--- src/sv/assert_macros.svh ---
// ----------------------------------------------------------------------------
// Assertion macros
// Concurrent assertion wrappers shared by the scheduler modules. They expand
// to nothing when SYNTHESIS is defined.
// ----------------------------------------------------------------------------
`ifndef ASSERT_MACROS_SVH
`define ASSERT_MACROS_SVH

`ifndef SYNTHESIS
// Checked on every rising clock edge outside reset.
`define TLFRR_ASSERT(label, clk, rst_n, prop) \
    label: assert property (@(posedge clk) disable iff (!rst_n) prop) \
        else $error("tlfrr: assertion failed");
// Checked on every rising clock edge, reset included.
`define TLFRR_ASSERT_ALWAYS(label, clk, prop) \
    label: assert property (@(posedge clk) prop) \
        else $error("tlfrr: assertion failed");
`else
`define TLFRR_ASSERT(label, clk, rst_n, prop)
`define TLFRR_ASSERT_ALWAYS(label, clk, prop)
`endif

`endif

--- src/sv/tlfrr_pkg.sv ---
// ----------------------------------------------------------------------------
// Scheduler package
// Field widths, codes and the structures passed between the controller and
// the datapath.
// ----------------------------------------------------------------------------
package tlfrr_pkg;

    localparam int ID_W     = 3;
    localparam int TIME_W   = 16;
    localparam int Q_W      = 8;
    localparam int DONE_W   = 4;
    localparam int EV_W     = 2;
    localparam int NUM_IDS  = 8;
    localparam int APB_AW   = 3;
    localparam int APB_DW   = 32;

    localparam logic [DONE_W-1:0] DONE_MAX    = 4'd15;
    localparam logic [Q_W-1:0]    QUANTUM_RST = 8'd2;

    // Item kinds.
    localparam logic KIND_ARRIVE = 1'b0;
    localparam logic KIND_TICK   = 1'b1;

    // Register index, taken from paddr[2].
    localparam logic REG_QUANTUM = 1'b0;

    typedef enum logic [EV_W-1:0] {
        EV_IDLE    = 2'd0,
        EV_CONT    = 2'd1,
        EV_PREEMPT = 2'd2,
        EV_DONE    = 2'd3
    } t_event;

    typedef struct packed {
        logic              ran_valid;
        logic [ID_W-1:0]   ran_id;
        logic              from_low;
        logic [TIME_W-1:0] time_left;
        logic [EV_W-1:0]   event_res;
        logic [DONE_W-1:0] completed_total;
    } t_result;

    typedef struct packed {
        logic arrive_wr;  // arrive item accepted this cycle
        logic fetch;      // read both queue heads
        logic latch_run;  // pick the runner and read its remaining time
        logic exec_go;    // commit the tick and load the result register
    } t_cmd;

    typedef struct packed {
        logic out_free;   // result register can take a new item
    } t_sts;

endpackage

--- src/sv/tlfrr_in_if.sv ---
// ----------------------------------------------------------------------------
// Input channel
// Valid/ready channel carrying one arrive or tick item.
// ----------------------------------------------------------------------------
interface tlfrr_in_if import tlfrr_pkg::*; ();

    logic              valid;
    logic              ready;
    logic              kind;
    logic [ID_W-1:0]   proc_id;
    logic [TIME_W-1:0] service_time;

    modport source (output valid, output kind, output proc_id, output service_time,
                    input ready);
    modport sink   (input valid, input kind, input proc_id, input service_time,
                    output ready);

endinterface

--- src/sv/tlfrr_out_if.sv ---
// ----------------------------------------------------------------------------
// Result channel
// Valid/ready channel carrying one tick result item.
// ----------------------------------------------------------------------------
interface tlfrr_out_if import tlfrr_pkg::*; ();

    logic              valid;
    logic              ready;
    logic              ran_valid;
    logic [ID_W-1:0]   ran_id;
    logic              from_low;
    logic [TIME_W-1:0] time_left;
    logic [EV_W-1:0]   event_res;
    logic [DONE_W-1:0] completed_total;

    modport source (output valid, output ran_valid, output ran_id, output from_low,
                    output time_left, output event_res, output completed_total,
                    input ready);
    modport sink   (input valid, input ran_valid, input ran_id, input from_low,
                    input time_left, input event_res, input completed_total,
                    output ready);

endinterface

--- src/sv/tlfrr_ram.sv ---
// ----------------------------------------------------------------------------
// Generic RAM
// One write port and one read port with registered read data.
// ----------------------------------------------------------------------------
module tlfrr_ram #(
    parameter int WIDTH = 8,
    parameter int DEPTH = 8
) (
    input  logic                     i_clk,
    input  logic                     i_we,
    input  logic [$clog2(DEPTH)-1:0] i_waddr,
    input  logic [WIDTH-1:0]         i_wdata,
    input  logic                     i_re,
    input  logic [$clog2(DEPTH)-1:0] i_raddr,
    output logic [WIDTH-1:0]         o_rdata
);

    logic [WIDTH-1:0] r_mem [DEPTH];
    logic [WIDTH-1:0] r_rdata;

    always_ff @(posedge i_clk) begin
        if (i_we) begin
            r_mem[i_waddr] <= i_wdata;
        end
        if (i_re) begin
            r_rdata <= r_mem[i_raddr];
        end
    end

    assign o_rdata = r_rdata;

endmodule

--- src/sv/tlfrr_ctrl.sv ---
// ----------------------------------------------------------------------------
// Scheduler controller
// Sequences one item at a time: arrive items finish at acceptance, tick
// items walk through the queue-head read, the time read and the commit.
// ----------------------------------------------------------------------------
`include "assert_macros.svh"

module tlfrr_ctrl import tlfrr_pkg::*; (
    input  logic i_clk,
    input  logic i_rst_n,
    input  logic i_in_vld,
    input  logic i_in_kind,
    output logic o_in_rdy,
    input  t_sts i_sts,
    output t_cmd o_cmd
);

    typedef enum logic [3:0] {
        S_IDLE  = 4'b0001,
        S_FETCH = 4'b0010,
        S_TIME  = 4'b0100,
        S_EXEC  = 4'b1000
    } t_state;

    t_state r_state;
    t_state n_state;
    logic   w_fire;

    assign o_in_rdy = (r_state == S_IDLE);
    assign w_fire   = i_in_vld && o_in_rdy;

    always_comb begin
        n_state         = r_state;
        o_cmd           = '0;
        o_cmd.arrive_wr = w_fire && (i_in_kind == KIND_ARRIVE);
        case (r_state)
            S_IDLE: begin
                if (w_fire && (i_in_kind == KIND_TICK)) begin
                    n_state = S_FETCH;
                end
            end
            S_FETCH: begin
                o_cmd.fetch = 1'b1;
                n_state     = S_TIME;
            end
            S_TIME: begin
                o_cmd.latch_run = 1'b1;
                n_state         = S_EXEC;
            end
            S_EXEC: begin
                // Hold here until the result register has room.
                o_cmd.exec_go = i_sts.out_free;
                if (i_sts.out_free) begin
                    n_state = S_IDLE;
                end
            end
            default: begin
                n_state = S_IDLE;
            end
        endcase
    end

    always_ff @(posedge i_clk) begin
        if (!i_rst_n) begin
            r_state <= S_IDLE;
        end else begin
            r_state <= n_state;
        end
    end

    `TLFRR_ASSERT(a_exec_stall, i_clk, i_rst_n, (r_state == S_EXEC) && !i_sts.out_free |=> (r_state == S_EXEC))
    `TLFRR_ASSERT(a_arrive_single, i_clk, i_rst_n, o_cmd.arrive_wr |=> (r_state == S_IDLE))

endmodule

--- src/sv/tlfrr_dp.sv ---
// ----------------------------------------------------------------------------
// Scheduler datapath
// Both id queues, the remaining-time store, the slice and completion
// counters and the result register.
// ----------------------------------------------------------------------------
`include "assert_macros.svh"

module tlfrr_dp import tlfrr_pkg::*; #(
    parameter int NUM_PROCS = 8
) (
    input  logic              i_clk,
    input  logic              i_rst_n,
    input  t_cmd              i_cmd,
    output t_sts              o_sts,
    input  logic [ID_W-1:0]   i_proc_id,
    input  logic [TIME_W-1:0] i_service_time,
    input  logic [Q_W-1:0]    i_quantum,
    input  logic              i_out_rdy,
    output logic              o_out_vld,
    output t_result           o_out
);

    localparam int PTR_W = $clog2(NUM_PROCS);
    localparam int CNT_W = $clog2(NUM_PROCS + 1);
    localparam int SUM_W = CNT_W + 1;
    localparam int TA_W  = $clog2(NUM_IDS);

    localparam logic [CNT_W-1:0] CNT_FULL = CNT_W'(NUM_PROCS);
    localparam logic [PTR_W-1:0] PTR_LAST = PTR_W'(NUM_PROCS - 1);
    localparam logic [SUM_W-1:0] SUM_N    = SUM_W'(NUM_PROCS);

    // Queue pointers and counts.
    logic [PTR_W-1:0] r_hi_head, n_hi_head, r_lo_head, n_lo_head;
    logic [CNT_W-1:0] r_hi_cnt,  n_hi_cnt,  r_lo_cnt,  n_lo_cnt;

    // Scheduling state.
    logic [Q_W-1:0]    r_slice, n_slice;
    logic              r_last_vld, n_last_vld;
    logic [ID_W-1:0]   r_last_id, n_last_id;
    logic [DONE_W-1:0] r_done, n_done;

    // The tick in flight.
    logic            r_run_vld;
    logic            r_run_low;
    logic [ID_W-1:0] r_run_id;

    // Result register.
    logic    r_out_vld, n_out_vld;
    t_result r_out;

    logic [ID_W-1:0]   w_hi_rdata, w_lo_rdata;
    logic [TIME_W-1:0] w_time_rdata;
    logic [SUM_W-1:0]  w_hi_sum, w_lo_sum, w_queued;
    logic [PTR_W-1:0]  w_hi_tail, w_lo_tail, w_hi_inc, w_lo_inc;
    logic              w_arrive_ok;
    logic              w_sel_low, w_sel_vld;
    logic [ID_W-1:0]   w_sel_id;
    logic [TIME_W-1:0] w_t_new;
    logic [Q_W-1:0]    w_slice_inc;
    logic              w_complete, w_preempt, w_commit;
    logic              w_lo_push;
    t_event            w_event;
    logic              w_time_we;
    logic [TA_W-1:0]   w_time_waddr;
    logic [TIME_W-1:0] w_time_wdata;

    // Tail = head + count, wrapped once at the queue depth.
    assign w_hi_sum  = SUM_W'(r_hi_head) + SUM_W'(r_hi_cnt);
    assign w_lo_sum  = SUM_W'(r_lo_head) + SUM_W'(r_lo_cnt);
    assign w_hi_tail = (w_hi_sum >= SUM_N) ? PTR_W'(w_hi_sum - SUM_N) : PTR_W'(w_hi_sum);
    assign w_lo_tail = (w_lo_sum >= SUM_N) ? PTR_W'(w_lo_sum - SUM_N) : PTR_W'(w_lo_sum);
    assign w_hi_inc  = (r_hi_head == PTR_LAST) ? '0 : r_hi_head + PTR_W'(1);
    assign w_lo_inc  = (r_lo_head == PTR_LAST) ? '0 : r_lo_head + PTR_W'(1);
    assign w_queued  = SUM_W'(r_hi_cnt) + SUM_W'(r_lo_cnt);

    // Arrivals with an out-of-range id or a full high queue are dropped.
    assign w_arrive_ok = i_cmd.arrive_wr && (32'(i_proc_id) < NUM_PROCS)
                         && (r_hi_cnt != CNT_FULL);

    // Runner selection: high queue first.
    assign w_sel_low = (r_hi_cnt == '0);
    assign w_sel_vld = (r_hi_cnt != '0) || (r_lo_cnt != '0);
    assign w_sel_id  = w_sel_low ? w_lo_rdata : w_hi_rdata;

    // Tick evaluation; a stored time of zero still completes.
    assign w_t_new     = (w_time_rdata == '0) ? '0 : w_time_rdata - TIME_W'(1);
    assign w_slice_inc = ((r_last_vld && (r_last_id == r_run_id)) ? r_slice : '0)
                         + Q_W'(1);
    assign w_complete  = (w_t_new == '0);
    assign w_preempt   = !w_complete && (w_slice_inc >= i_quantum);
    assign w_commit    = i_cmd.exec_go && r_run_vld;
    // A preempted low runner frees its own slot, so its push always fits.
    assign w_lo_push   = w_commit && w_preempt && (r_run_low || (r_lo_cnt != CNT_FULL));

    always_comb begin
        if (!r_run_vld) begin
            w_event = EV_IDLE;
        end else if (w_complete) begin
            w_event = EV_DONE;
        end else if (w_preempt) begin
            w_event = EV_PREEMPT;
        end else begin
            w_event = EV_CONT;
        end
    end

    assign w_time_we    = w_arrive_ok || w_commit;
    assign w_time_waddr = w_arrive_ok ? TA_W'(i_proc_id) : TA_W'(r_run_id);
    assign w_time_wdata = w_arrive_ok ? i_service_time : w_t_new;

    tlfrr_ram #(.WIDTH(ID_W), .DEPTH(NUM_PROCS)) u_hi_ram (
        .i_clk   (i_clk),
        .i_we    (w_arrive_ok),
        .i_waddr (w_hi_tail),
        .i_wdata (i_proc_id),
        .i_re    (i_cmd.fetch),
        .i_raddr (r_hi_head),
        .o_rdata (w_hi_rdata)
    );

    tlfrr_ram #(.WIDTH(ID_W), .DEPTH(NUM_PROCS)) u_lo_ram (
        .i_clk   (i_clk),
        .i_we    (w_lo_push),
        .i_waddr (w_lo_tail),
        .i_wdata (r_run_id),
        .i_re    (i_cmd.fetch),
        .i_raddr (r_lo_head),
        .o_rdata (w_lo_rdata)
    );

    tlfrr_ram #(.WIDTH(TIME_W), .DEPTH(NUM_IDS)) u_time_ram (
        .i_clk   (i_clk),
        .i_we    (w_time_we),
        .i_waddr (w_time_waddr),
        .i_wdata (w_time_wdata),
        .i_re    (i_cmd.latch_run),
        .i_raddr (TA_W'(w_sel_id)),
        .o_rdata (w_time_rdata)
    );

    always_comb begin
        n_hi_head  = r_hi_head;
        n_hi_cnt   = r_hi_cnt;
        n_lo_head  = r_lo_head;
        n_lo_cnt   = r_lo_cnt;
        n_slice    = r_slice;
        n_last_vld = r_last_vld;
        n_last_id  = r_last_id;
        n_done     = r_done;

        if (w_arrive_ok) begin
            n_hi_cnt = r_hi_cnt + CNT_W'(1);
        end

        if (w_commit) begin
            n_last_vld = 1'b1;
            n_last_id  = r_run_id;
            n_slice    = (w_complete || w_preempt) ? '0 : w_slice_inc;
            if (w_complete && (r_done != DONE_MAX)) begin
                n_done = r_done + DONE_W'(1);
            end
            if (w_complete || w_preempt) begin
                if (r_run_low) begin
                    n_lo_head = w_lo_inc;
                    // Pop and re-push on preemption leave the count unchanged.
                    n_lo_cnt  = w_preempt ? r_lo_cnt : r_lo_cnt - CNT_W'(1);
                end else begin
                    n_hi_head = w_hi_inc;
                    n_hi_cnt  = r_hi_cnt - CNT_W'(1);
                    if (w_lo_push) begin
                        n_lo_cnt = r_lo_cnt + CNT_W'(1);
                    end
                end
            end
        end
    end

    assign o_sts.out_free = !r_out_vld || i_out_rdy;

    always_comb begin
        n_out_vld = r_out_vld;
        if (i_cmd.exec_go) begin
            n_out_vld = 1'b1;
        end else if (i_out_rdy) begin
            n_out_vld = 1'b0;
        end
    end

    always_ff @(posedge i_clk) begin
        if (!i_rst_n) begin
            r_hi_head  <= '0;
            r_hi_cnt   <= '0;
            r_lo_head  <= '0;
            r_lo_cnt   <= '0;
            r_slice    <= '0;
            r_last_vld <= 1'b0;
            r_last_id  <= '0;
            r_done     <= '0;
            r_out_vld  <= 1'b0;
        end else begin
            r_hi_head  <= n_hi_head;
            r_hi_cnt   <= n_hi_cnt;
            r_lo_head  <= n_lo_head;
            r_lo_cnt   <= n_lo_cnt;
            r_slice    <= n_slice;
            r_last_vld <= n_last_vld;
            r_last_id  <= n_last_id;
            r_done     <= n_done;
            r_out_vld  <= n_out_vld;
        end
    end

    // Runner capture and result payload.
    always_ff @(posedge i_clk) begin
        if (i_cmd.latch_run) begin
            r_run_vld <= w_sel_vld;
            r_run_low <= w_sel_low;
            r_run_id  <= w_sel_id;
        end
        if (i_cmd.exec_go) begin
            r_out.ran_valid       <= r_run_vld;
            r_out.ran_id          <= r_run_vld ? r_run_id : '0;
            r_out.from_low        <= r_run_vld && r_run_low;
            r_out.time_left       <= r_run_vld ? w_t_new : '0;
            r_out.event_res       <= w_event;
            r_out.completed_total <= n_done;
        end
    end

    assign o_out_vld = r_out_vld;
    assign o_out     = r_out;

    `TLFRR_ASSERT(a_cnt_bound, i_clk, i_rst_n, (r_hi_cnt <= CNT_FULL) && (r_lo_cnt <= CNT_FULL))
    `TLFRR_ASSERT(a_done_on_commit, i_clk, i_rst_n, (r_done != $past(r_done)) |-> $past(i_cmd.exec_go))
    `TLFRR_ASSERT(a_tick_no_growth, i_clk, i_rst_n, $past(i_cmd.exec_go) |-> (w_queued <= $past(w_queued)))

endmodule

--- src/sv/two_level_feedback_round_robin.sv ---
// Latency: an arrive item completes at the edge that accepts it; the input is ready again
// in the next cycle. A tick item blocks the input through S_FETCH and S_TIME, two registered
// memory reads in series (queue head, then that id's remaining time), and S_EXEC, which
// loads the result register once it has room. Throughput: one arrive item per cycle while
// idle. Reset: synchronous, active low. Both queues empty, counters zero, quantum 2. No
// clearing pass; queue slots and remaining times are only read after they have been written.
// ----------------------------------------------------------------------------
// Two-level feedback round-robin scheduler
// Holds process ids in a high-priority and a low-priority queue and runs one
// time unit per tick item, demoting a process after a quantum of ticks.
// ----------------------------------------------------------------------------
module two_level_feedback_round_robin import tlfrr_pkg::*; #(
    parameter int NUM_PROCS = 8
) (
    input  logic              i_clk,
    input  logic              i_rst_n,
    tlfrr_in_if.sink          i_in,
    tlfrr_out_if.source       o_out,
    input  logic              psel,
    input  logic              penable,
    input  logic              pwrite,
    input  logic [APB_AW-1:0] paddr,
    input  logic [APB_DW-1:0] pwdata,
    output logic [APB_DW-1:0] prdata,
    output logic              pready
);

    // Configuration register. The quantum sits at byte address 0; the
    // register index is taken from paddr[2] and a write to any other index
    // is ignored.
    logic [Q_W-1:0] r_quantum;
    logic [Q_W-1:0] n_quantum;
    logic           w_cfg_wr;

    t_cmd    w_cmd;
    t_sts    w_sts;
    t_result w_res;
    logic    w_out_vld;

    assign pready   = 1'b1;
    assign w_cfg_wr = psel && penable && pwrite && pready;

    always_comb begin
        n_quantum = r_quantum;
        if (w_cfg_wr && (paddr[2] == REG_QUANTUM)) begin
            n_quantum = pwdata[Q_W-1:0];
        end
    end

    always_ff @(posedge i_clk) begin
        if (!i_rst_n) begin
            r_quantum <= QUANTUM_RST;
        end else begin
            r_quantum <= n_quantum;
        end
    end

    assign prdata = (paddr[2] == REG_QUANTUM) ? APB_DW'(r_quantum) : '0;

    // The controller only sees the handshake and the item kind; every
    // payload bit goes straight into the datapath.
    tlfrr_ctrl u_ctrl (
        .i_clk     (i_clk),
        .i_rst_n   (i_rst_n),
        .i_in_vld  (i_in.valid),
        .i_in_kind (i_in.kind),
        .o_in_rdy  (i_in.ready),
        .i_sts     (w_sts),
        .o_cmd     (w_cmd)
    );

    // The datapath owns the queues, the remaining-time store and the result
    // register, so a finished result can wait on the output while the next
    // arrive items are taken.
    tlfrr_dp #(.NUM_PROCS(NUM_PROCS)) u_dp (
        .i_clk          (i_clk),
        .i_rst_n        (i_rst_n),
        .i_cmd          (w_cmd),
        .o_sts          (w_sts),
        .i_proc_id      (i_in.proc_id),
        .i_service_time (i_in.service_time),
        .i_quantum      (r_quantum),
        .i_out_rdy      (o_out.ready),
        .o_out_vld      (w_out_vld),
        .o_out          (w_res)
    );

    assign o_out.valid           = w_out_vld;
    assign o_out.ran_valid       = w_res.ran_valid;
    assign o_out.ran_id          = w_res.ran_id;
    assign o_out.from_low        = w_res.from_low;
    assign o_out.time_left       = w_res.time_left;
    assign o_out.event_res       = w_res.event_res;
    assign o_out.completed_total = w_res.completed_total;

endmodule

--- src/flat_wrapper.sv ---
// flat-port wrapper written by rule: the top's interface ports become plain ports
module two_level_feedback_round_robin_flat import tlfrr_pkg::*;
#(
    parameter int NUM_PROCS = 8
)
  (i_clk, i_rst_n, psel, penable, pwrite, paddr, pwdata, prdata, pready, i_in_valid, i_in_kind, i_in_proc_id, i_in_service_time, i_in_ready, o_out_valid, o_out_ran_valid, o_out_ran_id, o_out_from_low, o_out_time_left, o_out_event_res, o_out_completed_total, o_out_ready);
  tlfrr_in_if i_in_i ();
  tlfrr_out_if o_out_i ();
  input  logic i_clk;
  input  logic i_rst_n;
  input  logic psel;
  input  logic penable;
  input  logic pwrite;
  input  logic [APB_AW-1:0] paddr;
  input  logic [APB_DW-1:0] pwdata;
  output logic [APB_DW-1:0] prdata;
  output logic pready;
  input wire logic [$bits(i_in_i.valid)-1:0] i_in_valid;
  input wire logic [$bits(i_in_i.kind)-1:0] i_in_kind;
  input wire logic [$bits(i_in_i.proc_id)-1:0] i_in_proc_id;
  input wire logic [$bits(i_in_i.service_time)-1:0] i_in_service_time;
  output wire logic [$bits(i_in_i.ready)-1:0] i_in_ready;
  output wire logic [$bits(o_out_i.valid)-1:0] o_out_valid;
  output wire logic [$bits(o_out_i.ran_valid)-1:0] o_out_ran_valid;
  output wire logic [$bits(o_out_i.ran_id)-1:0] o_out_ran_id;
  output wire logic [$bits(o_out_i.from_low)-1:0] o_out_from_low;
  output wire logic [$bits(o_out_i.time_left)-1:0] o_out_time_left;
  output wire logic [$bits(o_out_i.event_res)-1:0] o_out_event_res;
  output wire logic [$bits(o_out_i.completed_total)-1:0] o_out_completed_total;
  input wire logic [$bits(o_out_i.ready)-1:0] o_out_ready;
  assign i_in_i.valid = i_in_valid;
  assign i_in_i.kind = i_in_kind;
  assign i_in_i.proc_id = i_in_proc_id;
  assign i_in_i.service_time = i_in_service_time;
  assign i_in_ready = i_in_i.ready;
  assign o_out_valid = o_out_i.valid;
  assign o_out_ran_valid = o_out_i.ran_valid;
  assign o_out_ran_id = o_out_i.ran_id;
  assign o_out_from_low = o_out_i.from_low;
  assign o_out_time_left = o_out_i.time_left;
  assign o_out_event_res = o_out_i.event_res;
  assign o_out_completed_total = o_out_i.completed_total;
  assign o_out_i.ready = o_out_ready;
  two_level_feedback_round_robin #(.NUM_PROCS(NUM_PROCS)) u_core (.i_clk(i_clk), .i_rst_n(i_rst_n), .i_in(i_in_i), .o_out(o_out_i), .psel(psel), .penable(penable), .pwrite(pwrite), .paddr(paddr), .pwdata(pwdata), .prdata(prdata), .pready(pready));
endmodule
--- config.mk ---
export PLATFORM = sky130hd
export DESIGN_NAME = two_level_feedback_round_robin_flat
export DESIGN_NICKNAME = d
export VERILOG_FILES = /design/src/sv/tlfrr_pkg.sv /design/src/sv/tlfrr_in_if.sv /design/src/sv/tlfrr_out_if.sv /design/src/sv/tlfrr_ram.sv /design/src/sv/tlfrr_ctrl.sv /design/src/sv/tlfrr_dp.sv /design/src/sv/two_level_feedback_round_robin.sv /design/src/flat_wrapper.sv
export VERILOG_INCLUDE_DIRS = /design/src /design/src/sv
export SDC_FILE = /design/constraint.sdc
export NUM_CORES = 1
export LEC_CHECK = 0
export BUFFER_PORTS_ARGS = -buffer_cell sky130_fd_sc_hd__clkbuf_2
export CAP_MARGIN = 25
export CORE_MARGIN = 4
export CORE_UTILIZATION = 50
export CTS_CLUSTER_DIAMETER = 80
export DETAILED_ROUTE_END_ITERATION = 10
export PLACE_DENSITY = 0.77
export RECOVER_POWER = 25
export SLEW_MARGIN = 20
export SYNTH_ARGS = -nofsm -noshare
export SYNTH_HDL_FRONTEND = slang
export SYNTH_HIERARCHICAL = 1
export SYNTH_SLANG_ARGS = --single-unit
--- constraint.sdc ---
create_clock -name i_clk -period 6.4 [get_ports i_clk]
set_clock_uncertainty 0.2 [all_clocks]
set_input_delay 0 -clock i_clk [delete_from_list [all_inputs] [get_ports i_clk]]
set_output_delay 0 -clock i_clk [all_outputs]
set_load 0.05 [all_outputs]
==> results of run 1 <==
==> synth_stat cells, drive strengths merged (4+ instances only) <==
cell type	instances	share of area
ha	22	0.022
a21oi	8	0.0033
mux2	27	0.025
nor2	50	0.015
nor3	17	0.0073
buf	42	0.025
o31ai	9	0.0055
nand3	21	0.0090
inv	26	0.0079
nand2b	17	0.0087
nor4	5	0.0036
clkbuf	15	0.0047
xnor2	16	0.011
mux2i	18	0.015
mux4	44	0.093
and3	11	0.0056
nand4	5	0.0025
nand2	91	0.028
dfxtp	43	0.070
and2	12	0.0061
nor4b	5	0.0058
o21ai	14	0.0057
o21a	4	0.0024
and2b	8	0.0057
xor2	13	0.0093
nor2b	13	0.0066
edfxtp	230	0.56
a21boi	5	0.0031
==> final timing paths <==
check / startpoint / endpoint / slack, ns / cells after the start
worst max-delay path: u_core/u_dp/r_run_id[1]$_DFFE_PP_ / u_core/u_dp/u_lo_ram/r_mem[0][1]$_DFFE_PP_ / 1.82 / 18
worst min register to register: u_core/u_dp/r_slice[7]$_SDFFE_PN0P_ / u_core/u_dp/r_slice[7]$_SDFFE_PN0P_ / 0.27 / 2
worst max register to register: u_core/u_dp/r_run_id[1]$_DFFE_PP_ / u_core/u_dp/u_lo_ram/r_mem[0][1]$_DFFE_PP_ / 1.82 / 18
worst min-delay path: o_out_ready / u_core/u_dp/o_out_vld$_SDFFE_PN0P_ / 0.20 / 4
==> registers in the layout, summed over array words and instances, names as in the netlist, 3 cells and up <==
signal / count
u_core/u_dp/r_slice: 8
u_core/u_dp/u_hi_ram/r_mem: 24
u_core/u_dp/r_lo_head: 3
u_core/u_dp/r_done: 4
u_core/u_dp/u_time_ram/o_rdata: 16
u_core/u_dp/u_lo_ram/r_mem: 24
u_core/u_ctrl/r_state: 4
u_core/u_dp/r_run_id: 3
u_core/u_dp/u_time_ram/r_mem: 128
u_core/u_dp/r_hi_cnt: 4
u_core/u_dp/r_last_id: 3
u_core/u_dp/o_out: 27
u_core/r_quantum: 8
u_core/u_dp/r_lo_cnt: 4
u_core/u_dp/r_hi_head: 3
u_core/u_dp/u_hi_ram/o_rdata: 3
u_core/u_dp/u_lo_ram/o_rdata: 3
==> final cells by class <==
| class | instances | share of cell area |
|---|---|---|
| well taps | 324 | 0.0285 |
| clock inverters | 17 | 0.0128 |
| inverters | 26 | 0.00686 |
| flip-flops and latches | 273 | 0.546 |
| multi-input cells | 497 | 0.292 |
| clock buffers | 33 | 0.0512 |
| repair buffers | 133 | 0.0630 |
==> power by group through the flow <==
stage | registers [mW] | clock network, mW | logic [mW]
finish | 2.01 | 1.59 | 0.372
global route | 2.01 | 1.70 | 0.400
CTS | 2.01 | 1.62 | 0.366
detailed placement | 2.05 | 0 | 0.339
global placement | 2.05 | 0 | 0.329
floorplan | 2.03 | 0 | 0.280
==> worst reg2reg max path, cell delays in order (launching register included) <==
cell and delay [ns]:
edfxtp_1 0.61, xnor2_1 0.24, nand4_1 0.25, inv_1 0.17, nand2_1 0.09, inv_1 0.09
ha_1 0.22, nand3_1 0.11, xor2_1 0.15, nor2_1 0.13, ha_1 0.19, a2111oi_0 0.08
nand2_1 0.07, o21ai_0 0.07, a31oi_1 0.55, o21ai_0 0.20, nor3_1 0.28, nand2b_1 0.19
nor3_1 0.36
==> metal layers <==
metal / global-route usage / up-vias / routed length [um]
met2: 0.318 / 243 / 12800
met5: 0 / - / 0
met1: 0.241 / 3554 / 10300
met3: 0.0307 / 51 / 1550
met4: 0.0586 / 0 / 612
li1: - / 3344 / -
==> stage by stage <==
stage | utilization | std cells | area (um2) | setup WS, ns
4_1_cts | 0.589 | 1300 | 14300 | 1.83
2_1_floorplan | - | 853 | 12400 | 1.55
3_5_place_dp | 0.532 | 1202 | 12900 | 1.88
3_3_place_gp | 0.532 | 1202 | 12900 | 1.91
5_1_grt | 0.587 | 1303 | 14200 | 1.36
6_report | 0.587 | 1303 | 14200 | 1.82
==> logic make-up (layout without fill, tap and decap cells) <==
group                      after synthesis  count (layout)  synth area share
AOI/OAI and AO/OA                       56              56            0.0328
xor gates and xnor gates                29              29            0.0207
adders and majority gates               25              25            0.0273
buffers and inverters                   83             209            0.0380
DFF                                    273             273             0.632
muxes                                   89              89             0.132
other                                    2              25          0.000611
and+or+nand+nor                        273             273             0.117
==> results.py, run 1 <==
metrics = {
    "worst_setup_path": {
        "cp-start-kind": "flip-flop",
        "crit_slowest_cell": "edfxtp_1",
        "critPathArrivalTime_ns": 4.57,
        "critPathKind": "reg -> reg",
        "crit_chain": "xnor2_1 > nand4_1 > inv_1 > nand2_1 > inv_1 > ha_1 > nand3_1 > xor2_1 > nor2_1 > ha_1 > a2111oi_0 > nand2_1 > o21ai_0 > a31oi_1 > o21ai_0 > nor3_1 > nand2b_1 > nor3_1",
        "path_max_fanout": 12,
        "path_buf_inv": 2,
        "crit_required_ns": 6.40,
        "max_stage_delay_ns": 0.61,
        "critical_path.top_delay_family": "simple AND/OR/NAND/NOR gates",
        "end_kind": "flip-flop",
    },
    "sta": {
        "hold_slack_ns": 0.200,
        "worst_slew_pin_slew_ns": 2.35,
        "setup_violations": 0,
        "hold_violations": 0,
        "clock.fmax_mhz": 218,
        "rsz0062_at_grt": "no",
        "slew_violations": 93,
        "fin_crit_sh": 0.715,
        "fin_tns_setup_ns": 0,
        "slew_headroom": -0.565,
        "finalCriticalPeriod_ns": 4.58,
    },
    "cts": {
        "cts_buffer_depth": 3,
        "cts_sinks": 273,
        "post-cts-setup-buffers": 0,
        "h-tree-depth": 1,
        "cts_tree": "done",
        "cts_resized": 0,
        "clkLatencyLatePin_ns": 0.55,
        "clk_pin_slew_ns": 0.06,
        "cts_hold_buf": 48,
        "root_buffer": "clkbuf_16",
        "numCtsBuffers": 27,
    },
    "yosys": {
        "synth_area_per_cell_um2": 14.8,
        "ys_seq_area_frac": 0.632,
        "synth_ff_type": "edfxtp_1",
        "yosysWarningCount": 6,
        "synthCells": 830,
        "synth-edff-count": 230,
        "synthArstFlopShare": 0,
        "synth_area_um2": 12300,
        "synth_cell_types": 58,
        "synth-seq-cells": 273,
    },
    "route": {
        "vias": 7192,
        "drt_first_iter_violations": 564,
        "via_per_inst": 5.52,
        "routed_wl_um": 25300,
        "first_pass_iters": 6,
        "wl_per_cell_um": 19.4,
        "drc_errors": 0,
        "ant_nets": 0,
    },
    "floorplanning": {
        "rows": 57,
        "start_util": 0.507,
        "dieArea_um2": 27200,
        "core_area_um2": 24200,
        "dieHeight_um": 165,
        "num_io_pins": 124,
        "die_w_um": 165,
    },
    "pwr": {
        "p_int_mw": 3.07,
        "clkPwrFrac": 0.401,
        "cellLeakagePower_nw": 5.04,
        "sw_frac_of_total": 0.228,
        "seqPwrFrac": 0.505,
        "p_per_area_nw_per_um2": 279,
        "pwr-share-comb": 0.094,
        "power.total_mw": 3.97,
        "p_sw_uw": 905,
        "vdd_drop_max_mv": 0.175,
    },
    "place": {
        "place_hpwl_um": 15600,
        "io_buffer_count": 72,
        "routabilityCongestion": 0.762,
    },
    "run": {
        "max_cap_viol_count": 2,
    },
    "min_path": {
        "min_path_type": "in -> reg",
    },
    "layout": {
        "num-nets-final": 1045,
        "syn_to_final_growth_pct": 15.7,
        "mostFrequentLayoutCells": "230 x edfxtp_1, 91 x nand2_1, 50 x nor2_1, 48 x dlygate4sd3_1, 45 x clkbuf_1",
        "nFillCells": 1818,
        "final_common_cell": "edfxtp_1",
        "drive_gt1_frac": 0.141,
        "seqCellArea_um2": 7770,
        "antenna_cells": 0,
        "multi_input_area_um2": 4150,
    },
    "global_routing": {
        "antenna_found_initial": 0,
        "grt_pass1_vias": 7133,
        "grt_start_max_net_pins": 62,
        "grt-ovfl-total": 0,
        "grt.total_usage": 0.185,
        "grt_pass1_wl_um": 38600,
    },
    "run_status": {
        "violations": "capacitance limit, slew limit",
        "status": "complete, but fails checks",
    },
}
(Power assumes the default switching activity.)
==> inputs of run 2 (changes only) <==
--- a/config.mk
+++ b/config.mk
@@ -12,7 +12,7 @@
 export CORE_UTILIZATION = 50
 export CTS_CLUSTER_DIAMETER = 80
 export DETAILED_ROUTE_END_ITERATION = 10
-export PLACE_DENSITY = 0.77
+export PLACE_DENSITY = 0.74
 export RECOVER_POWER = 25
 export SLEW_MARGIN = 20
 export SYNTH_ARGS = -nofsm -noshare
==> constraint.sdc (replaced) <==
create_clock -name i_clk -period 4.65 [get_ports i_clk]
set_clock_uncertainty 0.2 [all_clocks]
set_input_delay 0 -clock i_clk [delete_from_list [all_inputs] [get_ports i_clk]]
set_output_delay 0 -clock i_clk [all_outputs]
set_load 0.05 [all_outputs]
==> results.py, run 2 (synthesis results as in run 1) <==
metrics = {
    "floorplanning": {
        "num_io_pins": 124,
        "rows": 57,
        "die_w_um": 165,
        "dieHeight_um": 165,
        "start_util": 0.507,
        "core_area_um2": 24200,
        "dieArea_um2": 27200,
    },
    "layout": {
        "regMostFlops": "u_core/u_dp/u_time_ram/r_mem",
        "antenna_cells": 0,
        "mostFrequentLayoutCells": "230 x edfxtp_1, 91 x nand2_1, 50 x nor2_1, 48 x clkbuf_1, 48 x dlygate4sd3_1",
        "drive_gt1_frac": 0.140,
        "syn_to_final_growth_pct": 15.3,
        "final_common_cell": "edfxtp_1",
        "largest_register_ffs": 128,
        "num-nets-final": 1054,
    },
    "place": {
        "place_hpwl_um": 15700,
        "routabilityCongestion": 0.782,
        "io_buffer_count": 72,
        "pre_cts_slack_ns": 0.583,
    },
    "sta": {
        "fin_crit_sh": 0.890,
        "worst_slew_pin_slew_ns": 1.54,
        "setup_violations": 0,
        "clock.fmax_mhz": 242,
        "hold_slack_ns": 0.187,
        "rsz0062_at_grt": "no",
        "hold_violations": 0,
        "fin_ws_ns": 0.514,
        "slew_headroom": -0.0404,
        "slew_violations": 9,
        "finalCriticalPeriod_ns": 4.14,
        "fin_tns_setup_ns": 0,
    },
    "run": {
        "max_cap_viol_count": 1,
    },
    "worst_setup_path": {
        "path_max_fanout": 8,
        "critPathArrivalTime_ns": 4.40,
        "critPathKind": "reg -> reg",
        "rr_startpoint": "u_core/u_dp/r_run_id[0]$_DFFE_PP_",
        "crit_chain": "xnor2_1 > nand4_1 > inv_1 > nand2_1 > inv_1 > ha_1 > nand3_1 > xor2_1 > nor2_1 > ha_1 > a2111oi_0 > nand2_1 > o21ai_0 > a31oi_1 > nor3_1 > a32o_1",
        "max_stage_delay_ns": 0.86,
        "crit_required_ns": 4.92,
        "r2r-end": "u_core/u_dp/r_slice[0]$_SDFFE_PN0P_",
        "startpoint": "u_core/u_dp/r_run_id[0]$_DFFE_PP_",
        "crit_slowest_cell": "nor3_1",
        "r2r_setup_slack_ns": 0.51,
        "end_kind": "flip-flop",
        "cp-start-kind": "flip-flop",
        "r2r_cells": 16,
    },
    "route": {
        "vias": 7170,
        "first_pass_iters": 6,
        "wl_per_cell_um": 18.8,
        "via_per_inst": 5.47,
        "drt_first_iter_violations": 578,
        "ant_nets": 0,
        "drc_errors": 0,
        "routed_wl_um": 24600,
    },
    "cts": {
        "cts_sinks": 273,
        "clkLatencyLatePin_ns": 0.55,
        "cts_tree": "done",
        "cts_buffer_depth": 3,
        "h-tree-depth": 1,
        "numCtsBuffers": 28,
        "clk_pin_slew_ns": 0.06,
        "root_buffer": "clkbuf_16",
    },
    "pwr": {
        "power.total_mw": 5.27,
        "pwr-share-comb": 0.096,
        "clkPwrFrac": 0.380,
        "cellLeakagePower_nw": 5.02,
        "sw_frac_of_total": 0.232,
        "seqPwrFrac": 0.524,
        "p_int_mw": 4.04,
        "p_sw_mw": 1.22,
        "vdd_drop_max_mv": 0.248,
        "p_per_area_nw_per_um2": 371,
    },
    "run_status": {
        "status": "complete, but fails checks",
        "violations": "capacitance limit, slew limit",
    },
    "global_routing": {
        "grt-ovfl-total": 0,
        "antenna_found_initial": 0,
        "grt_start_max_net_pins": 62,
        "grt_pass1_wl_um": 38100,
        "grt.total_usage": 0.182,
        "grt_pass1_vias": 6979,
    },
    "min_path": {
        "min_path_cells": 4,
        "min_path_type": "in -> reg",
        "min_to": "u_core/u_dp/o_out_vld$_SDFFE_PN0P_",
        "min_from": "o_out_ready",
    },
}
==> run 2: cell types whose count changed in the layout (fill, tap and decap cells not counted), sizes merged <==
cell	before	now
buf	10	17
bufinv	3	0
clkinvlp	2	4
clkinv	10	12
inv	28	26
clkbuf	108	109
==> run 2: cell type report <==
cell class | instances | area, um2
Multi-Input combinational cell | 497 | 4130
Timing Repair Buffer | 141 | 945
Tap cell | 324 | 405
Sequential cell | 273 | 7770
Clock inverter | 16 | 109
Clock buffer | 33 | 719
Inverter | 26 | 97.6
Fill cell | 1841 | 10100
==> run 2: critical path, delay by kind of cell, from the launching register on <==
family,cells,cell delay (ns)
simple gates,6,1.51
compound gates,4,0.99
fa+ha+maj,2,0.41
flops,1,0.40
xor+xnor,2,0.32
buf+inv,2,0.25
==> run 2: worst max path at each step <==
| stage | to | depth (start not counted) | slack [ns] |
|---|---|---|---|
| floorplan | u_core/u_dp/u_time_ram/r_mem[4][0]$_DFFE_PP_ | 11 | 0.52 |
| global placement | u_core/u_dp/r_hi_cnt[1]$_SDFF_PN0_ | 19 | 0.62 |
| detailed placement | u_core/u_dp/u_lo_ram/r_mem[0][0]$_DFFE_PP_ | 18 | 0.58 |
| CTS | u_core/u_dp/u_lo_ram/r_mem[0][0]$_DFFE_PP_ | 18 | 0.57 |
| global route | u_core/u_dp/r_slice[5]$_SDFFE_PN0P_ | 17 | 0.13 |
| finish | u_core/u_dp/r_slice[0]$_SDFFE_PN0P_ | 16 | 0.51 |
==> run 2: repair_timing <==
item	in CTS	in global routing
hold buffers	48	0
setup endpoints to repair	0	0
hold endpoints to repair	195	0
setup buffers	0	0
gates resized for setup	0	0
==> run 2: power by group through the flow <==
stage	clock (mW)	combinational (mW)	sequential [mW]
after floorplan	0	0.386	2.80
after global placement	0	0.464	2.81
after detailed placement	0	0.473	2.82
after CTS	2.05	0.509	2.77
after global routing	2.16	0.542	2.76
final	2.00	0.504	2.76
==> run 2: through the flow <==
step	std cells	area (um2)	utilization
global route	1310	14200	0.585
global placement	1212	13000	0.535
detailed placement	1212	13000	0.535
CTS	1309	14300	0.589
floorplan	853	12400	-
finish	1310	14200	0.585
==> run 2: layer usage <==
metal	GRT usage	vias to the layer above	share of wire
met5	0	-	0
met4	0.0476	0	0.017
met3	0.0275	41	0.056
met2	0.308	183	0.50
met1	0.248	3582	0.43
li1	-	3364	-
==> inputs of run 3 (changes only) <==
--- a/config.mk
+++ b/config.mk
@@ -9,13 +9,12 @@
 export BUFFER_PORTS_ARGS = -buffer_cell sky130_fd_sc_hd__clkbuf_2
 export CAP_MARGIN = 25
 export CORE_MARGIN = 4
-export CORE_UTILIZATION = 50
+export CORE_UTILIZATION = 33
 export CTS_CLUSTER_DIAMETER = 80
 export DETAILED_ROUTE_END_ITERATION = 10
-export PLACE_DENSITY = 0.74
+export PLACE_DENSITY = 0.55
 export RECOVER_POWER = 25
 export SLEW_MARGIN = 20
 export SYNTH_ARGS = -nofsm -noshare
 export SYNTH_HDL_FRONTEND = slang
-export SYNTH_HIERARCHICAL = 1
 export SYNTH_SLANG_ARGS = --single-unit
==> results.py, run 3 <==
metrics = {
    "layout": {
        "nFillCells": 3527,
        "antenna_cells": 0,
        "num-nets-final": 1247,
        "mostFrequentLayoutCells": "230 x edfxtp_1, 221 x nand2_1, 102 x nand3_1, 69 x nor2_1, 53 x clkbuf_1",
        "syn_to_final_growth_pct": 17.6,
        "regMostFlops": "u_core.u_dp.u_time_ram.r_mem",
        "largest_register_ffs": 128,
        "final_area_um2": 14400,
        "final_common_cell": "edfxtp_1",
        "drive_gt1_frac": 0.109,
    },
    "pwr": {
        "clkPwrFrac": 0.410,
        "seqPwrFrac": 0.498,
        "p_int_mw": 4.17,
        "cellLeakagePower_nw": 5.07,
        "vdd_drop_max_mv": 0.277,
        "pwr-share-comb": 0.092,
        "p_per_area_nw_per_um2": 380,
        "p_sw_mw": 1.32,
        "sw_frac_of_total": 0.240,
    },
    "worst_setup_path": {
        "critPathArrivalTime_ns": 4.22,
        "max_stage_delay_ns": 0.54,
        "crit_required_ns": 4.64,
        "r2r_setup_slack_ns": 0.42,
        "cp-start-kind": "flip-flop",
        "crit_top_cell": "ha_1",
        "end_kind": "flip-flop",
        "crit_slowest_cell": "or4b_4",
        "crit_chain": "xnor2_1 > nand4_1 > inv_1 > and2_1 > ha_1 > nand3_1 > xor2_1 > nor2_1 > ha_1 > a2111oi_0 > nor2b_1 > a221o_1 > nand3b_2 > or4b_4 > nor3_1",
        "path_max_fanout": 5,
        "critPathKind": "reg -> reg",
    },
    "yosys": {
        "synth_top_area_cell": "edfxtp_1",
        "synth_cell_types": 62,
        "synth-seq-cells": 273,
        "synth-edff-count": 230,
        "synth_top_area_share": 0.562,
        "synth_ff_type": "edfxtp_1",
        "synth_area_um2": 12300,
        "synth_area_leaders": "edfxtp_1 56%, dfxtp_1 7.0%, nand2_1 6.8%",
        "synthCells": 1040,
        "synth_area_per_cell_um2": 11.8,
        "synth_common_cells": "230 x edfxtp_1, 221 x nand2_1, 102 x nand3_1",
        "yosysWarningCount": 0,
        "post-synth-top-count-cell": "edfxtp_1",
        "ys_seq_area_frac": 0.632,
        "synthArstFlopShare": 0,
    },
    "global_routing": {
        "grt.total_usage": 0.138,
        "grt_pass1_wl_um": 44800,
        "antenna_found_initial": 0,
        "grt_start_max_net_pins": 65,
        "grt_pass1_vias": 7984,
        "grt-ovfl-total": 0,
    },
    "route": {
        "drc_errors": 0,
        "drt_first_iter_violations": 539,
        "ant_nets": 0,
        "vias": 8109,
        "wl_per_cell_um": 17.3,
        "first_pass_iters": 5,
        "routed_wl_um": 28600,
        "via_per_inst": 4.91,
    },
    "floorplanning": {
        "start_util": 0.335,
        "dieHeight_um": 201,
        "rows": 70,
        "core_area_um2": 36700,
        "dieArea_um2": 40400,
        "num_io_pins": 124,
        "die_w_um": 201,
    },
    "place": {
        "placed_cell_area_um2": 13100,
        "place_hpwl_um": 18000,
        "io_buffer_count": 72,
        "routabilityCongestion": 0.784,
    },
    "cts": {
        "h-tree-depth": 1,
        "cts_sinks": 273,
        "clkLatencyLatePin_ns": 0.57,
        "clk_pin_slew_ns": 0.06,
        "cts_tree": "done",
        "cts_buffer_depth": 3,
        "root_buffer": "clkbuf_16",
        "numCtsBuffers": 29,
    },
    "sta": {
        "finalCriticalPeriod_ns": 4.23,
        "worst_slew_pin_slew_ns": 2.35,
        "fin_crit_sh": 0.909,
        "fin_tns_setup_ns": 0,
        "rsz0062_at_grt": "no",
        "slew_headroom": -0.565,
        "hold_violations": 0,
        "slew_violations": 57,
        "setup_violations": 0,
        "clock.fmax_mhz": 236,
    },
    "run_status": {
        "status": "complete, but fails checks",
        "violations": "capacitance limit, slew limit",
    },
    "run": {
        "max_cap_viol_count": 1,
    },
    "min_path": {
        "min_path_type": "in -> reg",
    },
}
==> run 3: final timing paths <==
check                                      start                                         end  depth (start not counted)
max            u_core.u_dp.r_run_id[1]$_DFFE_PP_  u_core.u_dp.u_lo_ram.r_mem[5][2]$_DFFE_PP_                         15
min                                    i_in_kind          u_core.u_dp.r_hi_cnt[0]$_SDFF_PN0_                          4
max reg2reg    u_core.u_dp.r_run_id[1]$_DFFE_PP_  u_core.u_dp.u_lo_ram.r_mem[5][2]$_DFFE_PP_                         15
min reg2reg  u_core.u_dp.r_last_vld$_SDFFE_PN0P_         u_core.u_dp.r_last_vld$_SDFFE_PN0P_                          1
==> run 3: metrics by stage <==
stage / instances / setup slack (ns) / hold WS (ns) / power, mW / util
2_1_floorplan: 1063 / 0.0962 / -0.101 / 3.12 / -
3_3_place_gp: 1548 / 0.456 / 0.0417 / 3.25 / 0.357
3_5_place_dp: 1549 / 0.391 / 0.0459 / 3.27 / 0.358
4_1_cts: 1649 / 0.379 / 0.0395 / 5.55 / 0.396
5_1_grt: 1650 / 0.104 / 0.102 / 5.69 / 0.394
6_report: 1650 / 0.421 / 0.0627 / 5.48 / 0.394
==> run 3: cell type report <==
cell class / instances / area (um2) / area share
inverter: 20 / 75.1 / 0.00520
timing repair buffer: 144 / 952 / 0.0659
clock buffer: 37 / 787 / 0.0545
sequential: 273 / 7770 / 0.538
multi-input combinational: 692 / 4140 / 0.287
tap: 468 / 586 / 0.0405
clock inverter: 16 / 139 / 0.00961
==> run 3: what timing repair did <==
| action | 4_1_cts | 5_1_grt |
|---|---|---|
| buffers inserted | 0 | 0 |
| endpoints found under the hold margin | 165 | 2 |
| hold buffers | 47 | 1 |
| gates resized for setup | 0 | 0 |
==> run 3: layer usage <==
layer	vias to the layer above	routed length, um	GRT usage
met5	-	0	0
met4	0	580	0.0344
met3	41	1500	0.0215
met2	201	14000	0.242
met1	3969	12400	0.179
li1	3898	-	-
==> run 3: cells by family (layout without fill, tap and decap cells) <==
logic type / Yosys count / after routing / synth area share
buffers and inverters: 98 / 217 / 0.0403
AOI/OAI and AO/OA: 86 / 86 / 0.0476
adders and majority gates: 25 / 25 / 0.0273
DFF: 273 / 273 / 0.632
xor gates and xnor gates: 32 / 32 / 0.0234
other: 2 / 25 / 0.000611
and+or+nand+nor: 487 / 487 / 0.185
muxes: 37 / 37 / 0.0433
==> run 3: worst max-delay path, delay by kind of cell (launching register included) <==
family | cells | cell delay (ns)
AO/OA/AOI/OAI | 2 | 0.52
XOR/XNOR | 2 | 0.31
adder cells (fa/ha/maj) | 2 | 0.39
buffers and inverters | 1 | 0.12
flip-flops | 1 | 0.40
AND/OR/NAND/NOR | 8 | 1.93
==> run 3: power by group through the flow <==
stage | sequential (mW) | combinational [mW] | clock (mW)
4_1_cts | 2.73 | 0.511 | 2.31
6_report | 2.73 | 0.504 | 2.25
5_1_grt | 2.73 | 0.562 | 2.40
3_5_place_dp | 2.78 | 0.483 | 0
3_3_place_gp | 2.78 | 0.473 | 0
2_1_floorplan | 2.78 | 0.347 | 0
